--- src/rtl/ezr_pkg.sv ---
// Shared types and constants for the escape zero-run decoder.
`default_nettype none
package ezr_pkg;

  localparam int CountBits = 24;
  localparam int CapBits   = 24;
  localparam int RoomBits  = (CountBits > CapBits) ? CountBits : CapBits;
  localparam int LenBits   = 16;
  localparam int TotalBits = 24;
  localparam int FifoDepth = 2;
  localparam int PtrBits   = $clog2(FifoDepth);
  localparam int FillBits  = $clog2(FifoDepth + 1);

  localparam logic [7:0] CodeEnd     = 8'h00;
  localparam logic [7:0] CodeEscape  = 8'h01;
  localparam logic [LenBits-1:0] LongRunBias = LenBits'(8'h80);

  typedef enum logic [1:0] {
    PH_ESC  = 2'd0,
    PH_BYTE = 2'd1,
    PH_CODE = 2'd2,
    PH_LOW  = 2'd3
  } phase_e;

  typedef enum logic [1:0] {
    ST_OK        = 2'd0,
    ST_OVERFLOW  = 2'd1,
    ST_TRUNCATED = 2'd2
  } status_e;

  typedef enum logic [1:0] {
    CMD_NOP   = 2'd0,
    CMD_START = 2'd1,
    CMD_RUN   = 2'd2,
    CMD_END   = 2'd3
  } cmd_e;

  typedef struct packed {
    logic [7:0] in_byte;
    logic       in_last;
  } in_beat_t;

  typedef struct packed {
    logic [7:0]           run_value;
    logic [LenBits-1:0]   run_length;
    logic                 stream_end;
    status_e              status;
    logic [TotalBits-1:0] total_written;
  } out_beat_t;

  typedef struct packed {
    cmd_e               kind;
    logic [7:0]         value;
    logic [LenBits-1:0] len;
    logic               last;
  } cmd_t;

endpackage
`default_nettype wire

--- src/rtl/ezr_front.sv ---
// Front end: parses escape codes and turns each input beat into a command.
`default_nettype none
module ezr_front (
  input  wire logic            clk_i,
  input  wire logic            rst_ni,
  input  wire logic            in_valid_i,
  output logic                 in_stall_o,
  input  wire ezr_pkg::in_beat_t in_beat_i,
  input  wire logic            q_full_i,
  output logic                 q_push_o,
  output ezr_pkg::cmd_t        q_cmd_o
);
  import ezr_pkg::*;

  phase_e     phase_q, phase_d;
  logic [7:0] esc_q, esc_d;
  logic [6:0] hi_q, hi_d;
  logic       accept;
  logic [7:0] b;

  assign b          = in_beat_i.in_byte;
  assign in_stall_o = q_full_i;
  assign accept     = in_valid_i && !q_full_i;
  assign q_push_o   = accept;

  always_comb begin
    phase_d = phase_q;
    esc_d   = esc_q;
    hi_d    = hi_q;
    case (phase_q)
      PH_ESC: begin
        esc_d   = b;
        hi_d    = '0;
        phase_d = PH_BYTE;
      end
      PH_BYTE: begin
        phase_d = (b == esc_q) ? PH_CODE : PH_BYTE;
      end
      PH_CODE: begin
        if (b == CodeEnd) begin
          phase_d = PH_ESC;
        end else if (b[7]) begin
          hi_d    = b[6:0];
          phase_d = PH_LOW;
        end else begin
          phase_d = PH_BYTE;
        end
      end
      PH_LOW: begin
        phase_d = PH_BYTE;
      end
      default: begin
        phase_d = PH_ESC;
      end
    endcase
    if (in_beat_i.in_last) begin
      phase_d = PH_ESC;
    end
  end

  always_comb begin
    q_cmd_o.kind  = CMD_NOP;
    q_cmd_o.value = '0;
    q_cmd_o.len   = '0;
    q_cmd_o.last  = in_beat_i.in_last;
    case (phase_q)
      PH_ESC: begin
        q_cmd_o.kind = CMD_START;
      end
      PH_BYTE: begin
        if (b != esc_q) begin
          q_cmd_o.kind  = CMD_RUN;
          q_cmd_o.value = b;
          q_cmd_o.len   = LenBits'(1);
        end
      end
      PH_CODE: begin
        if (b == CodeEnd) begin
          q_cmd_o.kind = CMD_END;
        end else if (b == CodeEscape) begin
          q_cmd_o.kind  = CMD_RUN;
          q_cmd_o.value = esc_q;
          q_cmd_o.len   = LenBits'(1);
        end else if (!b[7]) begin
          q_cmd_o.kind = CMD_RUN;
          q_cmd_o.len  = LenBits'(b);
        end
      end
      PH_LOW: begin
        q_cmd_o.kind = CMD_RUN;
        q_cmd_o.len  = LenBits'({hi_q, b}) + LongRunBias;
      end
      default: begin
        q_cmd_o.kind = CMD_NOP;
      end
    endcase
  end

  always_ff @(posedge clk_i or negedge rst_ni) begin
    if (!rst_ni) begin
      phase_q <= PH_ESC;
      esc_q   <= '0;
      hi_q    <= '0;
    end else if (accept) begin
      phase_q <= phase_d;
      esc_q   <= esc_d;
      hi_q    <= hi_d;
    end
  end

endmodule
`default_nettype wire

--- src/rtl/ezr_fifo.sv ---
// Command queue between front and back end.
`default_nettype none
module ezr_fifo (
  input  wire logic          clk_i,
  input  wire logic          rst_ni,
  input  wire logic          push_i,
  input  wire ezr_pkg::cmd_t push_cmd_i,
  output logic               full_o,
  input  wire logic          pop_i,
  output logic               valid_o,
  output ezr_pkg::cmd_t      head_o
);
  import ezr_pkg::*;

  cmd_t                mem_q [FifoDepth];
  logic [PtrBits-1:0]  wr_ptr_q, rd_ptr_q;
  logic [FillBits-1:0] fill_q;
  logic                do_pop;

  assign full_o  = (fill_q == FillBits'(FifoDepth));
  assign valid_o = (fill_q != '0);
  assign head_o  = mem_q[rd_ptr_q];
  assign do_pop  = pop_i && valid_o;

  always_ff @(posedge clk_i) begin
    if (push_i) begin
      mem_q[wr_ptr_q] <= push_cmd_i;
    end
  end

  always_ff @(posedge clk_i or negedge rst_ni) begin
    if (!rst_ni) begin
      wr_ptr_q <= '0;
      rd_ptr_q <= '0;
      fill_q   <= '0;
    end else begin
      if (push_i) begin
        wr_ptr_q <= (wr_ptr_q == PtrBits'(FifoDepth - 1)) ? '0 : wr_ptr_q + PtrBits'(1);
      end
      if (do_pop) begin
        rd_ptr_q <= (rd_ptr_q == PtrBits'(FifoDepth - 1)) ? '0 : rd_ptr_q + PtrBits'(1);
      end
      if (push_i && !do_pop) begin
        fill_q <= fill_q + FillBits'(1);
      end else if (!push_i && do_pop) begin
        fill_q <= fill_q - FillBits'(1);
      end
    end
  end

endmodule
`default_nettype wire

--- src/rtl/ezr_back.sv ---
// Back end: counts decoded bytes, checks capacity and drives the result register.
`default_nettype none
module ezr_back (
  input  wire logic                            clk_i,
  input  wire logic                            rst_ni,
  input  wire logic                            cfg_we_i,
  input  wire logic [ezr_pkg::CapBits-1:0]     cfg_wdata_i,
  input  wire logic                            q_valid_i,
  input  wire ezr_pkg::cmd_t                   q_head_i,
  output logic                                 q_pop_o,
  output logic                                 out_valid_o,
  input  wire logic                            out_stall_i,
  output ezr_pkg::out_beat_t                   out_beat_o
);
  import ezr_pkg::*;

  logic [CapBits-1:0]   cap_q;
  logic [CountBits-1:0] cnt_q, cnt_d;
  logic                 discard_q, discard_d;
  logic                 out_valid_q, out_valid_d;
  out_beat_t            out_q, out_d;

  logic                 take;
  logic                 emit;
  logic [RoomBits-1:0]  cap_ext, cnt_ext, room, len_ext, add_len, cnt_sum;
  logic                 over;

  assign take    = !out_valid_q || !out_stall_i;
  assign q_pop_o = take && q_valid_i;

  assign cap_ext = RoomBits'(cap_q);
  assign cnt_ext = RoomBits'(cnt_q);
  assign room    = (cap_ext > cnt_ext) ? cap_ext - cnt_ext : '0;
  assign len_ext = RoomBits'(q_head_i.len);
  assign over    = len_ext > room;
  assign add_len = over ? room : len_ext;
  assign cnt_sum = cnt_ext + add_len;

  always_comb begin
    cnt_d     = cnt_q;
    discard_d = discard_q;
    emit      = 1'b0;
    out_d     = out_q;
    if (discard_q) begin
      if (q_head_i.last) begin
        discard_d = 1'b0;
      end
    end else begin
      case (q_head_i.kind)
        CMD_START: begin
          cnt_d = '0;
          if (q_head_i.last) begin
            emit                = 1'b1;
            out_d.run_value     = '0;
            out_d.run_length    = '0;
            out_d.stream_end    = 1'b1;
            out_d.status        = ST_TRUNCATED;
            out_d.total_written = '0;
          end
        end
        CMD_NOP: begin
          if (q_head_i.last) begin
            emit                = 1'b1;
            out_d.run_value     = '0;
            out_d.run_length    = '0;
            out_d.stream_end    = 1'b1;
            out_d.status        = ST_TRUNCATED;
            out_d.total_written = TotalBits'(cnt_q);
          end
        end
        CMD_END: begin
          emit                = 1'b1;
          out_d.run_value     = '0;
          out_d.run_length    = '0;
          out_d.stream_end    = 1'b1;
          out_d.status        = ST_OK;
          out_d.total_written = TotalBits'(cnt_q);
        end
        CMD_RUN: begin
          emit                = 1'b1;
          cnt_d               = CountBits'(cnt_sum);
          out_d.run_value     = q_head_i.value;
          out_d.run_length    = LenBits'(add_len);
          out_d.total_written = TotalBits'(CountBits'(cnt_sum));
          if (over) begin
            out_d.stream_end = 1'b1;
            out_d.status     = ST_OVERFLOW;
            discard_d        = !q_head_i.last;
          end else if (q_head_i.last) begin
            out_d.stream_end = 1'b1;
            out_d.status     = ST_TRUNCATED;
          end else begin
            out_d.stream_end = 1'b0;
            out_d.status     = ST_OK;
          end
        end
        default: begin
          emit = 1'b0;
        end
      endcase
    end
  end

  always_comb begin
    out_valid_d = out_valid_q;
    if (take) begin
      out_valid_d = q_valid_i && emit;
    end
  end

  always_ff @(posedge clk_i or negedge rst_ni) begin
    if (!rst_ni) begin
      cap_q       <= '1;
      cnt_q       <= '0;
      discard_q   <= 1'b0;
      out_valid_q <= 1'b0;
    end else begin
      if (cfg_we_i) begin
        cap_q <= cfg_wdata_i;
      end
      if (q_pop_o) begin
        cnt_q     <= cnt_d;
        discard_q <= discard_d;
      end
      out_valid_q <= out_valid_d;
    end
  end

  always_ff @(posedge clk_i) begin
    if (q_pop_o && emit) begin
      out_q <= out_d;
    end
  end

  assign out_valid_o = out_valid_q;
  assign out_beat_o  = out_q;

  a_open_is_ok: assert property (@(posedge clk_i) disable iff (!rst_ni)
    out_valid_q && !out_q.stream_end |-> out_q.status == ST_OK)
    else $error("open-stream beat carries an error status");

  a_discard_after_overflow: assert property (@(posedge clk_i) disable iff (!rst_ni)
    $rose(discard_q) |-> out_valid_q && out_q.status == ST_OVERFLOW)
    else $error("discard entered without an overflow beat");

  a_end_is_empty: assert property (@(posedge clk_i) disable iff (!rst_ni)
    out_valid_q && out_q.stream_end && out_q.status == ST_OK |-> out_q.run_length == '0)
    else $error("normal end beat carries a run");

endmodule
`default_nettype wire

--- src/rtl/escape_zero_run_decoder.sv ---
// Top level of the escape zero-run decoder: front end, command queue, back end.
//
//   channel  direction  handshake                 beat
//   in       input      in_valid_i / in_stall_o    in_beat_i  (in_byte, in_last)
//   out      output     out_valid_o / out_stall_i  out_beat_o (run descriptor, status)
//   cfg      input      cfg_we_i                   cfg_wdata_i (out_capacity)
//
// One input beat per cycle while in_stall_o is low; a result passes through the
// command queue, then the result register. The front parses escape codes, a two-entry
// queue holds commands, and the back does the capacity compare and byte count into the
// result register. Reset returns to the escape phase with out_capacity at its maximum.
// in_stall_o rises only when the queue is full, which needs out_stall_i held.
`default_nettype none
module escape_zero_run_decoder (
  input  wire logic                        clk_i,
  input  wire logic                        rst_ni,
  input  wire logic                        cfg_we_i,
  input  wire logic [ezr_pkg::CapBits-1:0] cfg_wdata_i,
  input  wire logic                        in_valid_i,
  output logic                             in_stall_o,
  input  wire ezr_pkg::in_beat_t           in_beat_i,
  output logic                             out_valid_o,
  input  wire logic                        out_stall_i,
  output ezr_pkg::out_beat_t               out_beat_o
);
  import ezr_pkg::*;

  logic q_full, q_push, q_pop, q_valid;
  cmd_t q_cmd, q_head;

  ezr_front u_front (
    .clk_i      (clk_i),
    .rst_ni     (rst_ni),
    .in_valid_i (in_valid_i),
    .in_stall_o (in_stall_o),
    .in_beat_i  (in_beat_i),
    .q_full_i   (q_full),
    .q_push_o   (q_push),
    .q_cmd_o    (q_cmd)
  );

  ezr_fifo u_fifo (
    .clk_i      (clk_i),
    .rst_ni     (rst_ni),
    .push_i     (q_push),
    .push_cmd_i (q_cmd),
    .full_o     (q_full),
    .pop_i      (q_pop),
    .valid_o    (q_valid),
    .head_o     (q_head)
  );

  ezr_back u_back (
    .clk_i       (clk_i),
    .rst_ni      (rst_ni),
    .cfg_we_i    (cfg_we_i),
    .cfg_wdata_i (cfg_wdata_i),
    .q_valid_i   (q_valid),
    .q_head_i    (q_head),
    .q_pop_o     (q_pop),
    .out_valid_o (out_valid_o),
    .out_stall_i (out_stall_i),
    .out_beat_o  (out_beat_o)
  );

endmodule
`default_nettype wire

--- config.mk ---
export PLATFORM = sky130hd
export DESIGN_NAME = escape_zero_run_decoder
export DESIGN_NICKNAME = d
export VERILOG_FILES = /design/src/rtl/ezr_pkg.sv /design/src/rtl/ezr_front.sv /design/src/rtl/ezr_fifo.sv /design/src/rtl/ezr_back.sv /design/src/rtl/escape_zero_run_decoder.sv
export SDC_FILE = /design/constraint.sdc
export NUM_CORES = 1
export LEC_CHECK = 0
export BUFFER_PORTS_ARGS = -buffer_cell sky130_fd_sc_hd__buf_2
export CAP_MARGIN = 30
export CORE_ASPECT_RATIO = 0.9
export CORE_UTILIZATION = 47
export DETAILED_ROUTE_END_ITERATION = 8
export MAX_ROUTING_LAYER = met4
export PLACE_DENSITY = 0.74
export SETUP_SLACK_MARGIN = 0.05
export SYNTH_ARGS = -nofsm -noshare
export SYNTH_HDL_FRONTEND = slang
export SYNTH_SLANG_ARGS = --single-unit
--- constraint.sdc ---
create_clock -name clk_i -period 8.6 [get_ports clk_i]
set_clock_uncertainty 0.1 [all_clocks]
set_input_delay 2.58 -clock clk_i [delete_from_list [all_inputs] [get_ports clk_i]]
set_output_delay 2.58 -clock clk_i [all_outputs]
set_load 0.01 [all_outputs]
* Word-level counts from Yosys, hierarchy flattened *
Memories as Yosys holds them, arrays and structs flattened.
Index checks and enable logic that the tools add are counted.

cells by class
  $add $sub $neg = 7
  $lt $le $gt $ge = 2
  eq/ne operators = 14
  mux-type cells = 40
  bitwise operators = 1
  reductions and logical operators = 28

operators by type and width
  kind                   number
  $pmux 51 s4            1
  $mux 51                2
  $mux 24                3
  $pmux 16 s3            1
  $pmux 24 s2            1
  $mux 26                1
  $add 24x24->24         1
  $gt 16x24->1           1
  $gt 24x24->1           1
  $sub 24x24->24         1
  $mux 7                 3
  $mux 2                 9
  $add 15x8->16 const B  1
  $mux 16                1
  $pmux 8 s2             1
  $pmux 7 s2             1
  $eq 2x2->1 const B     5
  $mux 1                 10
  $eq 8x1->1 const B     1
  $eq 8x8->1             1
  $logic_not 8->1        1
  $mux 8                 1
  $ne 8x8->1             1
  $pmux 2 s4             1
  19 further kinds       42

storage, ports and cells
  register bits after elaboration = 122
  memory bits (writable) = 54
  bits of input ports = 38
  output and inout bits = 53
  logic and storage cells = 108
  memories = 1

memories
  memory        words  bits a word  rd ports  clocked after Yosys merged registers in  wr ports  line            RTL
  u_fifo.mem_q  2      27           1         0                                        1         ezr_fifo.sv:15  cmd_t mem_q [FifoDepth];

* Logic depth before layout (Yosys ltp) *
  word-level depth = 7
  mapped depth = 36
  depth with buffers taken out = 34

* Hierarchy *
From an unflattened synthesis, not the netlist that was laid out.

second synthesis, totals
  cell total of the unflattened synthesis = 1007
  area, all modules = 10837.9 um^2

modules (own cells, without submodules)
  module     times used  cells an instance  area an instance (um^2)  seq. area each (um^2)
  ezr_back   1           775                7364.6                   2812.7
  ezr_fifo   1           100                2237.1                   1721.7
  ezr_front  1           132                1236.2                   425.4

* Worst setup path after synthesis *
No wires, ideal clock.

  kind = flip-flop to flip-flop
  start = reg u_back.cap_q[0], in the netlist u_back.cap_ext[0]
  end = reg u_back.out_q, in the netlist u_back.out_beat_o[18], data pin
  library setup time = 256 ps
  arrival = 7455 ps
  data required time = 8244 ps
  setup slack = 789 ps
  stages on the path, launching flop included = 37
  buffers on the path = 2
  clock period less this slack = 7811 ps
  cells stage by stage = dfstp_2 > inv_1 > ha_1 > inv_1 > fa_1 > a211oi_1 > o21ai_0 > a21oi_1 > o21ai_1 > a41oi_1 > a31oi_1 > clkbuf_1 > buf_1 > nand2_1 > ha_1 > and3_1 > a221o_1 > a221oi_1 > a21oi_1 > a21oi_1 > nor3_1 > nand4_1 > or3_4 > nor3_1 > or3_1 > ha_1 > fa_1 > and3_1 > o21ai_0 > a21oi_1 > o21a_1 > o211ai_1 > a21boi_0 > o21a_1 > o41a_1 > xor2_1 > a22o_1

between the ends
  longest elaborated chain between the ends = 6
  elaborated cells between the ends (all ways) = 7

RTL lines
  element                                         line             RTL
  start, declared                                 ezr_back.sv:17   logic [CapBits-1:0] cap_q;
  start signal, assigned                          ezr_back.sv:119  cap_q <= cfg_wdata_i;
  $sub 24x24->24 or $gt 24x24->1 (tied branches)  ezr_back.sv:33   assign room = (cap_ext > cnt_ext) ? cap_ext - cnt_ext : '0;
  $mux 24 *                                       ezr_back.sv:33
  $gt 16x24->1                                    ezr_back.sv:35   assign over = len_ext > room;
  $mux 24 *                                       ezr_back.sv:36   assign add_len = over ? room : len_ext;
  $add 24x24->24 *                                ezr_back.sv:37   assign cnt_sum = cnt_ext + add_len;
  $pmux 51 s4 *                                   ezr_back.sv:49   case (q_head_i.kind)
  end signal, assigned                            ezr_back.sv:131  out_q <= out_d;
  end, declared                                   ezr_back.sv:21   out_beat_t out_q, out_d;

Mark *: on every way between the ends. The rest lies on a longest branch, timed or not.
A chain may end at the register's enable or synchronous reset.

* Worst setup path after layout *
  start = reg u_back.cnt_q[0], in the netlist u_back.cnt_ext[0]
  end = reg u_back.out_q, in the netlist u_back.out_beat_o[18], data pin

between the ends
  longest elaborated chain between the ends = 6
  elaborated cells between the ends (all ways) = 7

RTL lines
  element                                         line             RTL
  start, declared                                 ezr_back.sv:18   logic [CountBits-1:0] cnt_q, cnt_d;
  start signal, assigned                          ezr_back.sv:122  cnt_q <= cnt_d;
  $sub 24x24->24 or $gt 24x24->1 (tied branches)  ezr_back.sv:33
  $mux 24                                         ezr_back.sv:33
  $gt 16x24->1                                    ezr_back.sv:35
  $mux 24                                         ezr_back.sv:36
  $add 24x24->24 *                                ezr_back.sv:37
  $pmux 51 s4 *                                   ezr_back.sv:49

Marks and branches as above.

==> results.ini <==
[synth]
yosys_register_bits = 176
yosysMostFrequentCell = nand2_1
syn_avg_cell_area_sq_um = 10.5
yosysWarningCount = 0
synth.top_cell.area_share = 0.298
synth_common_cells = nand2_1 (116), edfxtp_1 (105), ha_1 (76)
netlist_instances = 1011
syn_area_sq_um = 10600
yosys.area.top_type = edfxtp_1
synth_area_leaders = edfxtp_1 (30%), dfrtp_1 (11%), ha_1 (9.0%)
yosysSeqAreaShare = 0.469
ys_async_sr_fraction = 0.403
ys_types = 68
ys.flop_type = edfxtp_1
synth_edf_count = 105

[timing]
fmax_mhz = 125
slew_headroom = 0.338
fin_ws_ps = 631
finalCriticalPeriod_ps = 7970
tns_ps = 0
finalSetupViolations = 0
rsz0062_at_grt = no
worst_slew_pin_slew_ps = 991
fin_crit_sh = 0.927
hold_viol = 0
slew_violations = 0

[routing]
vias = 8111
detail-route-antenna-nets = 0
wl_um = 26500
route.detailed.drc = 0
wl_per_cell_um = 18.8
routed_via_density = 5.76
drtIter0Drc = 632
first_pass_iters = 5

[run_status]
outcome = finished, final reports clean

[cts]
clockBufferDepth = 2
cts_tree = done
postCtsHoldBufs = 0
numClockSinks = 176
clkSlewWorstSetupHoldPaths_ps = 80
cts-buffers-inserted = 17
clk_latency_ps = 440
root_buffer = clkbuf_16
cts-htree-levels = 4

[grt]
grt_pass1_vias = 7546
gr-total-overflow = 0
use_met3 = 0.0556
use_met2 = 0.349
grt_antenna_before_repair = 0
grt.busiest_layer = met2
met1_usage = 0.344
grt_pass1_wl_um = 41700
grt_use_total = 0.243
grt_max_degree = 72

[die]
row_count = 51
core_sq_um = 21900
dieArea_sq_um = 23100
die_w_um = 160
io_pins = 91
start_util = 0.483
die_height_um = 144

[pwr]
ir_drop_mv = 0.172
power_density_nw_per_um2 = 415
power_leakage_nw = 5.05

[critical_path]
critical-path-top-delay-family = compound AO/OA/AOI/OAI gates
required_ps = 8690
start_kind = flip-flop
critPathBufInv = 1
crit_fanout = 9
crit_slowest_cell = dfrtp_1
critPathMaxStageDelay_ps = 440
endpoint_kind = flip-flop
worstSetupPathType = reg -> reg
arrival_ps = 8060

[cells_and_area]
fill_cells = 1857
drive_gt1_frac = 0.209
post-route-util = 0.549
diodes = 0
syn_to_final_growth_pct = 13.7
nets = 1220

[min_path]
hold_path_class = reg -> reg

[place]
dp_hpwl_um = 19600
dp_slack_ps = 406
place.gp.congestion = 0.945
portBuffers = 90

[flow_run]
max-cap-violations = 0

## state kept, by name (all words and copies together) (netlist names)
name and count:
u_fifo.mem_q 54, u_back.out_beat_o 51, u_back.cap_ext 24, u_back.cnt_ext 24
u_front.esc_q 8, u_front.hi_q 7, u_fifo.fill_q 2, u_front.phase_q 2
u_back.discard_q 1, u_back.out_valid_o 1, u_fifo.rd_ptr_q 1, u_fifo.wr_ptr_q 1
## worst min-delay path: stages, from the launching register on
cell	delay, ps
dfstp_2	360
inv_1	60
o21ai_0	80
## final cells by class
type	instances	area [sq um]	area share
tap	291	364	0.0303
sequential	176	4960	0.412
inverter	46	173	0.0144
timing repair buffer	105	586	0.0487
clock buffer	17	425	0.0354
multi-input combinational	758	5360	0.446
clock inverter	15	160	0.0133
## per-layer routing
metal / up-vias / wire (um)
li1: 3903 / -
met1: 3887 / 12800
met2: 299 / 11300
met3: 22 / 1980
met4: 0 / 385
met5: - / 0
## path summary, 6_finish.rpt
check / start / cells past startpoint / slack (ps) / to
min in group asynchronous: rst_ni / 1 / 1990 / u_front.esc_q[5]$_DFFE_PN0P_
worst min-delay path: u_back.cap_ext[0]$_DFFE_PN1P_ / 2 / 410 / u_back.cap_ext[0]$_DFFE_PN1P_
worst min register to register: u_back.cap_ext[0]$_DFFE_PN1P_ / 2 / 410 / u_back.cap_ext[0]$_DFFE_PN1P_
worst max-delay path: u_back.cnt_ext[0]$_DFFE_PN0P_ / 33 / 630 / u_back.out_beat_o[18]$_DFFE_PP_
max in group asynchronous: rst_ni / 2 / 5770 / u_back.cap_ext[16]$_DFFE_PN1P_
worst max register to register: u_back.cnt_ext[0]$_DFFE_PN0P_ / 33 / 630 / u_back.out_beat_o[18]$_DFFE_PP_
## metrics by stage
stage	hold slack [ps]	power [mW]	area, sq um	std cells
finish	411	4.99	12000	1408
global route	448	5.33	12000	1408
CTS	413	4.94	12000	1405
detailed placement	401	4.14	11400	1373
global placement	389	4.10	11400	1373
floorplan	361	3.37	10600	1017
## kinds of logic (layout without fill, tap and decap cells)
| kind of cell | count (synthesis) | count (layout) | synth area share |
|---|---|---|---|
| other cells | 1 | 7 | 0.000354 |
| flops | 176 | 176 | 0.469 |
| compound gates | 264 | 264 | 0.167 |
| fa+ha+maj | 78 | 78 | 0.0937 |
| buf+inv | 83 | 183 | 0.0303 |
| mux | 59 | 59 | 0.0613 |
| simple gates | 297 | 297 | 0.135 |
| xor+xnor | 53 | 53 | 0.0439 |
## repair_timing
action / in CTS / in global routing
setup endpoints to repair: 0 / 11
resized for setup: 0 / 4
buffers inserted: 0 / 2
## report_power, final
| part | leakage (nW) | internal (mW) | switching, mW |
|---|---|---|---|
| logic | 2.89 | 1.04 | 1.72 |
| clock network | 0.283 | 0.392 | 0.387 |
| registers | 1.88 | 1.29 | 0.155 |
| total | 5.05 | 2.72 | 2.26 |
## cells in the final DEF, fill, tap and decap left out, types with 7 or more instances in the layout
cell / Yosys / layout
nand2_1: 116 / 116
edfxtp_1: 105 / 105
buf_2: 3 / 89
ha_1: 76 / 76
a21oi_1: 72 / 71
o21ai_0: 55 / 55
nor2_1: 52 / 51
dfrtp_1: 47 / 47
mux2_2: 46 / 46
inv_1: 45 / 45
xor2_1: 27 / 27
nand3_1: 26 / 26
a21o_1: 26 / 26
xnor2_1: 26 / 26
dfstp_2: 24 / 24
a22o_1: 21 / 21
nor2b_1: 18 / 18
clkbuf_16: 0 / 17
nor3_1: 15 / 15
buf_4: 1 / 15
mux2i_1: 13 / 13
and3_1: 11 / 11
nand4_1: 11 / 11
nand2b_1: 10 / 10
and2_1: 9 / 9
o21bai_1: 8 / 8
a2bb2oi_1: 8 / 8
a22oi_1: 8 / 8
or3_1: 7 / 7
o21a_1: 8 / 7
o221a_2: 7 / 7
conb_1: 1 / 7
No activity file was read; power rests on OpenSTA's default activity.
